$ cat src/hw/rtl/tspr_pkg.sv
// shared types and constants for the tcp source port rewriter
`default_nettype none
package tspr_pkg;

	localparam int TableEntriesDef = 64;
	localparam int TcpHdrBytes     = 20;
	localparam int QueueDepth      = 4;

	localparam logic [6:0] OffsetMax    = 7'd127;
	localparam logic [6:0] OffEtypeHi   = 7'd12;
	localparam logic [6:0] OffEtypeLo   = 7'd13;
	localparam logic [6:0] OffVerIhl    = 7'd14;
	localparam logic [6:0] OffProto     = 7'd23;
	localparam logic [6:0] OffDaddrLo   = 7'd30;
	localparam logic [6:0] OffDaddrHi   = 7'd33;
	localparam logic [7:0] EthHdrBytes  = 8'd14;
	localparam logic [7:0] EtypeIpv4Hi  = 8'h08;
	localparam logic [7:0] EtypeIpv4Lo  = 8'h00;
	localparam logic [7:0] ProtoTcp     = 8'd6;
	localparam logic [3:0] MinIhl       = 4'd5;
	localparam logic [4:0] HdrCount     = 5'd20;
	localparam logic [4:0] HdrLastIdx   = 5'd19;

	typedef enum logic [1:0] {
		FS_RUN,
		FS_SCAN,
		FS_DRAIN
	} front_state_t;

	typedef struct packed {
		logic [7:0] data;
		logic       last;
		logic       changed;
	} item_t;

	typedef struct packed {
		logic [31:0] addr;
		logic [15:0] port;
		logic [15:0] new_port;
	} rule_t;

endpackage
`default_nettype wire

$ cat src/hw/rtl/tspr_rule_mem.sv
// rule table memory with one write port, one registered read port and valid flags
`default_nettype none
module tspr_rule_mem #(
	parameter int TableEntries = tspr_pkg::TableEntriesDef,
	localparam int IdxW = (TableEntries > 1) ? $clog2(TableEntries) : 1
) (
	input  wire               clk,
	input  wire               arst_n,
	input  wire               we,
	input  wire [IdxW-1:0]    waddr,
	input  wire               wvalid,
	input  tspr_pkg::rule_t   wdata,
	input  wire               re,
	input  wire [IdxW-1:0]    raddr,
	output tspr_pkg::rule_t   rdata,
	output logic              rvalid
);

	tspr_pkg::rule_t mem_q [TableEntries];
	logic [TableEntries-1:0] valid_q;
	tspr_pkg::rule_t rdata_q;
	logic rvalid_q;

	always_ff @(posedge clk) begin
		if (we) begin
			mem_q[waddr] <= wdata;
		end
		if (re) begin
			rdata_q <= mem_q[raddr];
		end
	end

	always_ff @(posedge clk or negedge arst_n) begin
		if (!arst_n) begin
			valid_q  <= '0;
			rvalid_q <= 1'b0;
		end else begin
			if (we) begin
				valid_q[waddr] <= wvalid;
			end
			if (re) begin
				rvalid_q <= valid_q[raddr];
			end
		end
	end

	assign rdata  = rdata_q;
	assign rvalid = rvalid_q;

endmodule
`default_nettype wire

$ cat src/hw/rtl/tspr_queue.sv
// short result queue between the front and the output side
`default_nettype none
module tspr_queue (
	input  wire             clk,
	input  wire             arst_n,
	input  wire             wr,
	input  tspr_pkg::item_t wr_item,
	output logic            is_full,
	output logic            empty,
	input  wire             pop,
	output tspr_pkg::item_t rd_item
);

	localparam int PtrW = $clog2(tspr_pkg::QueueDepth);

	tspr_pkg::item_t slot_q [tspr_pkg::QueueDepth];
	logic [PtrW-1:0] wptr_q, rptr_q;
	logic [PtrW:0]   cnt_q;
	logic do_wr, do_rd;

	assign is_full = (cnt_q == (PtrW+1)'(tspr_pkg::QueueDepth));
	assign empty   = (cnt_q == '0);
	assign do_wr   = wr && !is_full;
	assign do_rd   = pop && !empty;
	assign rd_item = slot_q[rptr_q];

	always_ff @(posedge clk) begin
		if (do_wr) begin
			slot_q[wptr_q] <= wr_item;
		end
	end

	always_ff @(posedge clk or negedge arst_n) begin
		if (!arst_n) begin
			wptr_q <= '0;
			rptr_q <= '0;
			cnt_q  <= '0;
		end else begin
			if (do_wr) begin
				wptr_q <= wptr_q + 1'b1;
			end
			if (do_rd) begin
				rptr_q <= rptr_q + 1'b1;
			end
			if (do_wr && !do_rd) begin
				cnt_q <= cnt_q + 1'b1;
			end else if (do_rd && !do_wr) begin
				cnt_q <= cnt_q - 1'b1;
			end
		end
	end

endmodule
`default_nettype wire

$ cat src/hw/rtl/tspr_front.sv
// frame parser, tcp header holding buffer, rule scan and header release
`default_nettype none
module tspr_front #(
	parameter int TableEntries = tspr_pkg::TableEntriesDef,
	localparam int IdxW = (TableEntries > 1) ? $clog2(TableEntries) : 1
) (
	input  wire               clk,
	input  wire               arst_n,
	input  wire               push,
	output logic              full,
	input  wire               action,
	input  wire [7:0]         data_byte,
	input  wire               last_byte,
	input  wire [5:0]         entry_index,
	input  wire               entry_valid,
	input  wire [31:0]        entry_dest_address,
	input  wire [15:0]        entry_dest_port,
	input  wire [15:0]        entry_replacement_port,
	output logic              mem_we,
	output logic [IdxW-1:0]   mem_waddr,
	output logic              mem_wvalid,
	output tspr_pkg::rule_t   mem_wdata,
	output logic              mem_re,
	output logic [IdxW-1:0]   mem_raddr,
	input  tspr_pkg::rule_t   mem_rdata,
	input  wire               mem_rvalid,
	output logic              q_wr,
	output tspr_pkg::item_t   q_item,
	input  wire               q_full
);

	localparam logic [IdxW:0] NumEntries = (IdxW+1)'(TableEntries);
	localparam int ExtW = (IdxW > 6) ? IdxW : 6;

	tspr_pkg::front_state_t state_q, state_n;
	logic [6:0]  off_q;
	logic [3:0]  hw_q, hw_n;
	logic        cand_q, cand_n;
	logic [31:0] addr_q, addr_n;
	logic [4:0]  cnt_q, drain_q;
	logic [7:0]  held_q [tspr_pkg::TcpHdrBytes];
	logic        last_q, hit_q;
	logic [15:0] np_q;
	logic [31:0] key_addr_q;
	logic [IdxW:0] scan_q;
	logic        cmp_vld_s1, cmp_last_s1;
	logic        accept, pkt, hold, hold_done, match, scan_done, drain_end;
	logic [7:0]  tcp_start, off_ext;
	logic [ExtW-1:0] idx_ext;

	assign accept  = push && !full;
	assign pkt     = accept && !action;
	assign off_ext = {1'b0, off_q};

	// header parsing for the current byte
	always_comb begin
		cand_n = cand_q;
		hw_n   = hw_q;
		addr_n = addr_q;
		priority if (off_q == tspr_pkg::OffEtypeHi) begin
			cand_n = (data_byte == tspr_pkg::EtypeIpv4Hi);
		end else if (off_q == tspr_pkg::OffEtypeLo) begin
			cand_n = cand_q && (data_byte == tspr_pkg::EtypeIpv4Lo);
		end else if (off_q == tspr_pkg::OffVerIhl) begin
			hw_n = data_byte[3:0];
			if (hw_n < tspr_pkg::MinIhl) begin
				cand_n = 1'b0;
			end
		end else if (off_q == tspr_pkg::OffProto) begin
			cand_n = cand_q && (data_byte == tspr_pkg::ProtoTcp);
		end else if (off_q >= tspr_pkg::OffDaddrLo && off_q <= tspr_pkg::OffDaddrHi) begin
			addr_n = {addr_q[23:0], data_byte};
		end
	end

	assign tcp_start = tspr_pkg::EthHdrBytes + {2'b00, hw_n, 2'b00};
	assign hold      = cand_n && (off_ext >= tcp_start)
		&& (off_ext < tcp_start + 8'(tspr_pkg::HdrCount))
		&& (cnt_q < tspr_pkg::HdrCount);
	assign hold_done = hold && (cnt_q == tspr_pkg::HdrLastIdx);

	assign match = mem_rvalid && (mem_rdata.addr == key_addr_q)
		&& (mem_rdata.port == {held_q[2], held_q[3]});
	assign scan_done = cmp_vld_s1 && (match || cmp_last_s1);
	assign drain_end = !q_full && (drain_q == cnt_q - 5'd1);

	// rule table writes
	assign idx_ext    = ExtW'(entry_index);
	assign mem_we     = accept && action && ({26'd0, entry_index} < 32'(TableEntries));
	assign mem_waddr  = idx_ext[IdxW-1:0];
	assign mem_wvalid = entry_valid;
	assign mem_wdata  = '{addr: entry_dest_address, port: entry_dest_port,
		new_port: entry_replacement_port};
	assign mem_raddr  = scan_q[IdxW-1:0];

	always_comb begin
		state_n = state_q;
		unique case (state_q)
			tspr_pkg::FS_RUN: begin
				if (pkt && hold_done) begin
					state_n = tspr_pkg::FS_SCAN;
				end else if (pkt && hold && last_byte) begin
					state_n = tspr_pkg::FS_DRAIN;
				end
			end
			tspr_pkg::FS_SCAN: begin
				if (scan_done) begin
					state_n = tspr_pkg::FS_DRAIN;
				end
			end
			tspr_pkg::FS_DRAIN: begin
				if (drain_end) begin
					state_n = tspr_pkg::FS_RUN;
				end
			end
			default: state_n = tspr_pkg::FS_RUN;
		endcase
	end

	always_comb begin
		full   = 1'b1;
		q_wr   = 1'b0;
		q_item = '{data: data_byte, last: last_byte, changed: 1'b0};
		mem_re = 1'b0;
		unique case (state_q)
			tspr_pkg::FS_RUN: begin
				full = q_full;
				q_wr = pkt && !hold;
			end
			tspr_pkg::FS_SCAN: begin
				mem_re = (scan_q < NumEntries);
			end
			tspr_pkg::FS_DRAIN: begin
				q_wr = 1'b1;
				q_item.data = held_q[drain_q];
				if (hit_q && drain_q == 5'd0) begin
					q_item.data = np_q[15:8];
				end else if (hit_q && drain_q == 5'd1) begin
					q_item.data = np_q[7:0];
				end
				q_item.last    = last_q && (drain_q == cnt_q - 5'd1);
				q_item.changed = hit_q && (drain_q < 5'd2);
			end
			default: begin
				full = 1'b1;
			end
		endcase
	end

	always_ff @(posedge clk) begin
		if (state_q == tspr_pkg::FS_RUN && pkt && hold) begin
			held_q[cnt_q] <= data_byte;
		end
		if (state_q == tspr_pkg::FS_RUN && pkt && hold_done) begin
			key_addr_q <= addr_n;
		end
		if (state_q == tspr_pkg::FS_SCAN && scan_done) begin
			np_q <= mem_rdata.new_port;
		end
	end

	always_ff @(posedge clk or negedge arst_n) begin
		if (!arst_n) begin
			state_q     <= tspr_pkg::FS_RUN;
			off_q       <= '0;
			hw_q        <= '0;
			cand_q      <= 1'b0;
			addr_q      <= '0;
			cnt_q       <= '0;
			drain_q     <= '0;
			last_q      <= 1'b0;
			hit_q       <= 1'b0;
			scan_q      <= '0;
			cmp_vld_s1  <= 1'b0;
			cmp_last_s1 <= 1'b0;
		end else begin
			state_q <= state_n;
			unique case (state_q)
				tspr_pkg::FS_RUN: begin
					if (pkt) begin
						if (hold) begin
							cnt_q  <= cnt_q + 5'd1;
							last_q <= last_byte;
						end
						if (last_byte) begin
							off_q  <= '0;
							hw_q   <= '0;
							cand_q <= 1'b0;
							addr_q <= '0;
						end else begin
							off_q  <= (off_q < tspr_pkg::OffsetMax) ? off_q + 7'd1 : off_q;
							hw_q   <= hw_n;
							cand_q <= cand_n;
							addr_q <= addr_n;
						end
					end
					scan_q     <= '0;
					cmp_vld_s1 <= 1'b0;
					hit_q      <= 1'b0;
					drain_q    <= '0;
				end
				tspr_pkg::FS_SCAN: begin
					if (mem_re) begin
						scan_q <= scan_q + 1'b1;
					end
					cmp_vld_s1  <= mem_re;
					cmp_last_s1 <= (scan_q == NumEntries - 1'b1);
					if (scan_done) begin
						hit_q <= match;
					end
				end
				tspr_pkg::FS_DRAIN: begin
					if (!q_full) begin
						drain_q <= drain_q + 5'd1;
					end
					if (drain_end) begin
						cnt_q <= '0;
					end
				end
				default: begin
					cnt_q <= '0;
				end
			endcase
		end
	end

endmodule
`default_nettype wire

$ cat src/hw/rtl/tcp_source_port_rewriter_core.sv
// top level of the tcp source port rewriter
// Frame bytes and rule writes enter through one queue-style port (push/full)
// and rewritten bytes leave through another (empty/pop). Ordinary bytes and
// rule writes are taken one per cycle while the queue has room. For an IPv4/TCP
// frame the 20 TCP header bytes are held; when the header is complete the input
// stalls while the rule memory is scanned one entry per cycle through its single
// read port (lowest index first, ending early on a hit), then the header goes
// out one byte per cycle while the queue has room, with the source port replaced
// on a hit. A frame that ends inside the TCP header releases its held bytes
// unchanged in the same way. The TCP checksum is left as it is.
`default_nettype none
module tcp_source_port_rewriter_core #(
	parameter int TABLE_ENTRIES = tspr_pkg::TableEntriesDef
) (
	input  wire        clk,
	input  wire        arst_n,
	input  wire        push,
	output logic       full,
	input  wire        action,
	input  wire [7:0]  data_byte,
	input  wire        last_byte,
	input  wire [5:0]  entry_index,
	input  wire        entry_valid,
	input  wire [31:0] entry_dest_address,
	input  wire [15:0] entry_dest_port,
	input  wire [15:0] entry_replacement_port,
	output logic       empty,
	input  wire        pop,
	output logic [7:0] out_byte,
	output logic       out_last,
	output logic       out_changed
);

	localparam int IdxW = (TABLE_ENTRIES > 1) ? $clog2(TABLE_ENTRIES) : 1;

	logic            mem_we, mem_wvalid, mem_re, mem_rvalid;
	logic [IdxW-1:0] mem_waddr, mem_raddr;
	tspr_pkg::rule_t mem_wdata, mem_rdata;
	logic            q_wr, q_full;
	tspr_pkg::item_t q_item, rd_item;

	tspr_front #(.TableEntries(TABLE_ENTRIES)) u_front (
		.clk                    (clk),
		.arst_n                 (arst_n),
		.push                   (push),
		.full                   (full),
		.action                 (action),
		.data_byte              (data_byte),
		.last_byte              (last_byte),
		.entry_index            (entry_index),
		.entry_valid            (entry_valid),
		.entry_dest_address     (entry_dest_address),
		.entry_dest_port        (entry_dest_port),
		.entry_replacement_port (entry_replacement_port),
		.mem_we                 (mem_we),
		.mem_waddr              (mem_waddr),
		.mem_wvalid             (mem_wvalid),
		.mem_wdata              (mem_wdata),
		.mem_re                 (mem_re),
		.mem_raddr              (mem_raddr),
		.mem_rdata              (mem_rdata),
		.mem_rvalid             (mem_rvalid),
		.q_wr                   (q_wr),
		.q_item                 (q_item),
		.q_full                 (q_full)
	);

	tspr_rule_mem #(.TableEntries(TABLE_ENTRIES)) u_rule_mem (
		.clk    (clk),
		.arst_n (arst_n),
		.we     (mem_we),
		.waddr  (mem_waddr),
		.wvalid (mem_wvalid),
		.wdata  (mem_wdata),
		.re     (mem_re),
		.raddr  (mem_raddr),
		.rdata  (mem_rdata),
		.rvalid (mem_rvalid)
	);

	tspr_queue u_queue (
		.clk     (clk),
		.arst_n  (arst_n),
		.wr      (q_wr),
		.wr_item (q_item),
		.is_full (q_full),
		.empty   (empty),
		.pop     (pop),
		.rd_item (rd_item)
	);

	assign out_byte    = rd_item.data;
	assign out_last    = rd_item.last;
	assign out_changed = rd_item.changed;

endmodule
`default_nettype wire
$ cat config.mk
export PLATFORM = sky130hd
export DESIGN_NAME = tcp_source_port_rewriter_core
export DESIGN_NICKNAME = d
export VERILOG_FILES = /design/src/hw/rtl/tspr_pkg.sv /design/src/hw/rtl/tspr_rule_mem.sv /design/src/hw/rtl/tspr_queue.sv /design/src/hw/rtl/tspr_front.sv /design/src/hw/rtl/tcp_source_port_rewriter_core.sv
export SDC_FILE = /design/constraint.sdc
export NUM_CORES = 2
export LEC_CHECK = 0
export BUFFER_PORTS_ARGS = -buffer_cell sky130_fd_sc_hd__buf_4
export CAP_MARGIN = 15
export CORE_MARGIN = 8
export CORE_UTILIZATION = 57
export DETAILED_ROUTE_END_ITERATION = 7
export PLACE_DENSITY = 0.76
export SETUP_SLACK_MARGIN = 0.3
export SYNTH_ARGS = -nofsm -noshare
export SYNTH_HDL_FRONTEND = slang
export SYNTH_HIERARCHICAL = 1
export SYNTH_MEMORY_MAX_BITS = 65536
export SYNTH_SLANG_ARGS = --single-unit
$ cat constraint.sdc
create_clock -name clk -period 6.2 [get_ports clk]
set_input_delay 1.24 -clock clk [delete_from_list [all_inputs] [get_ports clk]]
set_output_delay 1.24 -clock clk [all_outputs]
set_load 0.02 [all_outputs]
# Yosys cells after proc, flatten, opt, wreduce, memory -nomap -nowiden
# Memory sizes are Yosys's and may differ from the RTL's. A register that Yosys moved wholly into a read port is not among the register bits.
# Cells that the tools add are included.
[classes]
addsub = 11
n_lt_le_gt_ge = 12
n_eq_ne = 22
n_mux = 53
n_bitwise = 1
n_reduce_logical = 55
[ops]
columns = ["cell", "n"]
rows = [
  ["32-bit 2-to-1 mux", 6],
  ["64-bit bitwise mux", 1],
  ["32-bit equality test", 1],
  ["1-bit logical AND", 31],
  ["7-bit by 4-bit equality test with 1-bit output, second input constant", 3],
  ["7-bit 2-to-1 mux", 3],
  ["5-bit 2-to-1 mux", 4],
  ["1-bit 2-to-1 mux", 17],
  ["16-bit equality test", 1],
  ["4-bit 2-to-1 mux", 4],
  ["8-bit 2-to-1 mux", 2],
  ["5-bit one-hot mux with 3 select lines", 1],
  ["7-bit by 1-bit adder with 7-bit output, second input constant", 2],
  ["6-bit by 7-bit less-than comparator with 1-bit output, second input constant", 2],
  ["7-bit less-than comparator, second input constant", 2],
  ["7-bit one-hot mux with 2 select lines", 1],
  ["5-bit by 1-bit adder with 5-bit output, second input constant", 2],
  ["10-bit 2-to-1 mux", 1],
  ["5-bit one-hot mux with 2 select lines", 1],
  ["3-bit AND reduction", 3],
  ["8-bit by 5-bit adder with 8-bit output, second input constant", 1],
  ["8-bit by 3-bit equality test with 1-bit output, second input constant", 1],
  ["8-bit by 4-bit equality test with 1-bit output, second input constant", 1],
  ["7-bit by 8-bit greater-or-equal comparator with 1-bit output", 1],
  ["39 further kinds", 62],
]
[word_totals]
ff_bits = 187
ram_bits = 4296
in_bits = 85
output_inout_bits = 12
elab_cells = 176
n_memories = 3
[mem_list]
columns = ["memory", "words", "word_bits", "read_ports", "rd_ports_with_merged_regs", "wr", "line_no", "rtl"]
rows = [
  ["u_rule_mem.mem_q", 64, 64, 1, 1, 1, "tspr_rule_mem.sv:19", "tspr_pkg::rule_t mem_q [TableEntries];"],
  ["u_front.held_q", 20, 8, 3, 0, 1, "tspr_front.sv:41", "logic [7:0] held_q [tspr_pkg::TcpHdrBytes];"],
  ["u_queue.slot_q", 4, 10, 1, 0, 1, "tspr_queue.sv:16", "tspr_pkg::item_t slot_q [tspr_pkg::QueueDepth];"],
]

# Logic depth before layout (Yosys ltp)
[depth]
ltp_word = 17
ltp_mapped = 27
depth_no_buf = 24

# Modules after synthesis
# The synthesis kept the hierarchy.
[modules_own_cells]
columns = ["module", "n_inst", "cells_each", "area_per_inst_um2", "seq_area_each_um2"]
rows = [
  ["tspr_rule_mem", 1, 6246, 159686.9, 126546.4],
  ["tspr_front", 1, 916, 13182.6, 7922.6],
  ["tspr_queue", 1, 88, 1864.3, 1376.3],
]

# Worst setup path before layout
# Ideal clock, no wire load.
[synth_path]
path_type = "input to register"
from = "input entry_index[5]"
to = "register u_rule_mem.valid_q[48]"
setup_time_ns = 0.087
arrival_time_ns = 7.125
required_time_ns = 6.113
setup_slack_ns = -1.012
path_stages = 6
n_path_buf = 2
path_cell_list = "buf_4 clkbuf_1 nand3_1 or3_1 nor3_1 mux2_2"
[synth_between]
elab_chain_cells = 5
elab_cells_between_ends = 6
cone_classes = "order compare (2); mux (3); reduce/logical (1)"
[synth_lines]
columns = ["element", "line_no", "rtl"]
rows = [
  ["start, declared", "tcp_source_port_rewriter_core.sv:22", "input wire [5:0] entry_index,"],
  ["6-bit by 7-bit less-than comparator with 1-bit output (implied by the code) / 6-bit by 1-bit greater-or-equal comparator with 1-bit output (equally long branches)", "tspr_rule_mem.sv:39", "valid_q[waddr] <= wvalid;"],
  ["1-bit logical AND (implied by the code)", "tspr_rule_mem.sv:39", ""],
  ["1-bit 2-to-1 mux (implied by the code)", "tspr_rule_mem.sv:39", ""],
  ["1-bit demux with 6-bit select (*)", "n/a", ""],
  ["64-bit bitwise mux (*)", "tspr_rule_mem.sv:39", ""],
  ["end signal, assigned by index", "tspr_rule_mem.sv:39", ""],
  ["end, declared", "tspr_rule_mem.sv:20", "logic [TableEntries-1:0] valid_q;"],
]
# Every way passes the cells marked *; elsewhere a longest branch is shown, timed or not.
# A chain may end at the register's enable or synchronous reset.

# Final worst setup path
[layout_path]
from = "register u_front.off_q[1]"
to = "register u_queue.cnt_q[1]"
[layout_between]
elab_chain_cells = 16
elab_cells_between_ends = 27
cone_classes = "add/sub (2); order compare (2); eq/ne (4); mux (9); reduce/logical (10)"
[layout_lines]
columns = ["element", "line_no", "rtl"]
rows = [
  ["start, declared", "tspr_front.sv:36", "logic [6:0] off_q;"],
  ["start signal, assigned", "tspr_front.sv:191", "off_q <= (off_q < tspr_pkg::OffsetMax) ? off_q + 7'd1 : off_q;"],
  ["7-bit by 4-bit equality test with 1-bit output", "tspr_front.sv:64", "end else if (off_q == tspr_pkg::OffVerIhl) begin"],
  ["4-bit 2-to-1 mux", "tspr_front.sv:64", ""],
  ["4-bit 2-to-1 mux", "tspr_front.sv:62", "end else if (off_q == tspr_pkg::OffEtypeLo) begin"],
  ["4-bit 2-to-1 mux", "tspr_front.sv:60", "priority if (off_q == tspr_pkg::OffEtypeHi) begin"],
  ["4-bit by 6-bit adder with 7-bit output", "tspr_front.sv:76", "assign tcp_start = tspr_pkg::EthHdrBytes + {2'b00, hw_n, 2'b00};"],
  ["8-bit by 5-bit adder with 8-bit output / 7-bit by 8-bit greater-or-equal comparator with 1-bit output (equally long branches)", "tspr_front.sv:78, tspr_front.sv:77", ""],
  ["7-bit by 8-bit less-than comparator with 1-bit output / 1-bit logical AND (equally long branches)", "tspr_front.sv:78, tspr_front.sv:77", ""],
  ["1-bit logical AND (*)", "tspr_front.sv:78", "&& (off_ext < tcp_start + 8'(tspr_pkg::HdrCount))"],
  ["1-bit logical AND (*)", "tspr_front.sv:79", "&& (cnt_q < tspr_pkg::HdrCount);"],
  ["1-bit logical NOT (*)", "tspr_front.sv:128", "q_wr = pkt && !hold;"],
  ["1-bit logical AND (*)", "tspr_front.sv:128", ""],
  ["1-bit one-hot mux with 2 select lines (*)", "tspr_front.sv:125", "unique case (state_q)"],
  ["via q_wr", "tcp_source_port_rewriter_core.sv:39", "logic q_wr, q_full;"],
  ["1-bit logical AND (*)", "tspr_queue.sv:23", "assign do_wr = wr && !is_full;"],
  ["1-bit logical NOT", "tspr_queue.sv:47", "end else if (do_rd && !do_wr) begin"],
  ["1-bit logical AND", "tspr_queue.sv:47", ""],
  ["2-bit nonzero test (no source line)", "n/a", ""],
  ["end signal, assigned", "tspr_queue.sv:46", "cnt_q <= cnt_q + 1'b1;"],
  ["end signal, assigned", "tspr_queue.sv:48", "cnt_q <= cnt_q - 1'b1;"],
  ["end, declared", "tspr_queue.sv:18", "logic [PtrW:0] cnt_q;"],
]
# The timed path passes the listed nets; every way through them passes the cells marked *.

==> impl_metrics.tcl <==
set metrics [dict create \
    synth-seq-cells 4547 \
    synth_top_cell_area_share_pct 75.8 \
    rows 203 \
    yosysTopAreaCell "edfxtp_1" \
    vias 84400 \
    critPathArrivalTime_ns 6.08 \
    ir_drop_mv 0.352 \
    mappedNetlistArea_mm2 0.175 \
    grt_pass1_vias 86500 \
    postCtsSetupRepairBufs 0 \
    drv_slew 0 \
    status "finished clean" \
    place_area_mm2 0.182 \
    grt_remaining_overflow 0 \
    grt_pass1_wl_um 657000 \
    core_area_mm2 0.306 \
    ys_async_sr_fraction_pct 3.06 \
    wire_per_inst_um 38.8 \
    min_period_ns 5.24 \
    synth_warnings 6 \
    worst-path-max-fanout 9 \
    h-tree-depth 5 \
    synth_area_leaders "edfxtp_1, mux4_2, dfrtp_1" \
    antenna_found_initial 41 \
    numCtsBuffers 438 \
    syn_area_per_cell_um2 24.1 \
    clk_pin_slew_ns 0.07 \
    cp.required_ns 7.04 \
    power_w 0.0606 \
    setup.worst_path.class "reg2reg" \
    drc 0 \
    synth_fp_nets 7364 \
    grt_max_degree 117 \
    max_freq_mhz 191 \
    finalCritPeriodShare_pct 84.5 \
    synth_edf_count 4408 \
    vias_per_cell 6.98 \
    dieArea_mm2 0.325 \
    post-route-cell-area_mm2 0.196 \
    fp.dieW_um 570 \
    port_buffers 96 \
    r2r_cells 22 \
    ios 97 \
    leakagePower_nw 61.7 \
    initial_utilization_pct 57.2 \
    gp_congestion 0.851 \
    drive_above_1_share_pct 31.6 \
    grt_use_total_pct 28.6 \
    drv_cap 0 \
    max_slew_margin_pct 13.1 \
    cp-end-kind "flip-flop" \
    drt-total-wl_um 469000 \
    synth_ff_type "edfxtp_1" \
    syn_inst 7250 \
    ys_seq_area_share_pct 77.7 \
    pwr_density_cell_mw_per_mm2 309 \
    post-route-util_pct 64.1 \
    finalHoldViolations 0 \
    hold_path.class "in2async" \
    antenna_left 0 \
    syn2layout_area_growth_pct 12.2 \
    fin_tns_setup_ns 0 \
    final_nets 7718 \
    cts.path.max_buffers 4 \
    dp_hpwl_um 246000 \
    worst_slew_pin_slew_ns 1.30 \
    dr.first_iter.drc_count 12400 \
    clk_latency_ns 0.97 \
    fin_skew_ns 0.0894 \
    rsz0062_at_grt "no" \
    ys_types 68 \
    cts_tree "done" \
    cts_hold_buf 0 \
    cts.repair.resized 0 \
    dieHeight_um 570 \
    dr.pass1.iters 6 \
    cts-root-buf "clkbuf_16" \
    start_kind "flip-flop" \
    clock-sinks 4547 \
    setup_viol 0 \
]
[cell families after synthesis]
logic type	count (synthesis)	synth area share [%]
and+or+nand+nor	372	1.04
AOI/OAI and AO/OA	271	1.14
xor gates and xnor gates	62	0.311
buffers and inverters	484	1.32
muxes	1485	18.2
DFF	4547	77.7
adders and majority gates	29	0.212
[routing by layer]
layer / vias up / GRT usage [%] / routed length, µm
li1: 31800 / - / -
met1: 44800 / 37.4 / 158000
met2: 6584 / 45.8 / 226000
met3: 1212 / 7.72 / 60300
met4: 18 / 12.7 / 24300
met5: - / 0 / 117
[through the flow]
stage | setup slack [ns] | hold WS, ns | cells
finish | 0.963 | 0.221 | 12100
global placement | 0.901 | 0.406 | 11300
floorplan | 0.699 | 0.400 | 7250
global route | 0.610 | 0.225 | 12100
detailed placement | 1.00 | 0.405 | 11300
CTS | 0.974 | 0.173 | 12100
[Yosys cell counts, drive strengths merged (13+ instances only)]
cell / instances
nand3: 28
a22oi: 134
a22o: 38
ha: 28
or3: 13
xor2: 27
a21oi: 16
nand2: 99
mux4: 1347
edfxtp: 4408
xnor2: 35
nor2: 121
dfrtp: 139
nand4: 19
mux2: 104
inv: 33
nand2b: 13
clkbuf: 221
nor2b: 14
mux2i: 34
o21ai: 31
buf: 230
[cell usage in the layout (no fill, tap or decap), types with 28 or more instances in the layout]
master / synthesis / layout
mux2i_1: 34 / 34
nand3_1: 28 / 28
clkbuf_16: 0 / 443
clkinv_1: 0 / 105
nor2_1: 121 / 57
inv_1: 33 / 32
dfrtp_1: 139 / 133
a22oi_1: 134 / 134
ha_1: 28 / 28
nand2_1: 99 / 99
a22o_1: 38 / 38
bufinv_16: 0 / 30
edfxtp_1: 4408 / 4408
mux2_2: 103 / 103
clkbuf_1: 221 / 93
nor2_4: 0 / 63
mux4_2: 1347 / 1347
clkinv_2: 0 / 81
xnor2_1: 35 / 35
buf_12: 0 / 82
buf_4: 80 / 282
o21ai_0: 31 / 31
[where the power goes]
part / internal, W / switching [W] / total (W)
combinational: 0.000162 / 0.000597 / 0.000759
sequential: 0.0337 / 0.0000488 / 0.0337
clock: 0.0146 / 0.0116 / 0.0261
total: 0.0484 / 0.0122 / 0.0606
[sequential cells by signal, indices dropped and copies added, names as in the netlist, 3 cells and up]
| register | count |
|---|---|
| u_front/cnt_q | 5 |
| u_front/held_q | 160 |
| u_queue/slot_q | 40 |
| u_queue/cnt_q | 3 |
| u_rule_mem/rdata | 64 |
| u_front/addr_q | 32 |
| u_front/hw_q | 4 |
| u_rule_mem/mem_q | 4096 |
| u_front/np_q | 16 |
| u_front/key_addr_q | 32 |
| u_rule_mem/valid_q | 64 |
| u_front/off_q | 7 |
| u_front/drain_q | 5 |
| u_front/scan_q | 7 |
[critical path: stages (launching register included)]
cell	delay [ns]
dfrtp_1	0.49
inv_1	0.15
ha_1	0.26
nor2_1	0.20
nand4_4	0.23
mux2i_1	0.28
ha_1	0.30
nand2b_1	0.19
mux2i_1	0.13
o22ai_1	0.20
xor2_1	0.18
ha_1	0.26
a21o_1	0.19
a211oi_1	0.23
o21ai_0	0.16
o41ai_2	0.10
and3_1	0.25
o21ai_0	0.10
nor2b_1	0.20
ha_1	0.25
inv_1	0.09
fa_1	0.40
mux2_2	0.26
[final timing paths]
check	from	to	slack, ns
worst max-delay path	u_front/off_q[1]	u_queue/cnt_q[1]	0.96
worst min-delay path	arst_n	u_front/off_q[2]	0.22
worst max register to register	u_front/off_q[1]	u_queue/cnt_q[1]	0.96
worst min register to register	u_rule_mem/rdata[1]	u_front/np_q[1]	0.38
max in group asynchronous	arst_n	u_rule_mem/valid_q[16]	4.72
min in group clk	u_rule_mem/rdata[1]	u_front/np_q[1]	0.38
[layout make-up]
type | count | area [µm²]
Sequential cell | 4547 | 136000
Fill cell | 18600 | 110000
Multi-Input combinational cell | 2219 | 37100
Clock buffer | 549 | 11600
Tap cell | 4100 | 5130
Timing Repair Buffer | 365 | 3770
Clock inverter | 258 | 2350
Inverter | 33 | 126
Antenna cell | 14 | 35.0
Power figures use the tool's default switching activity.
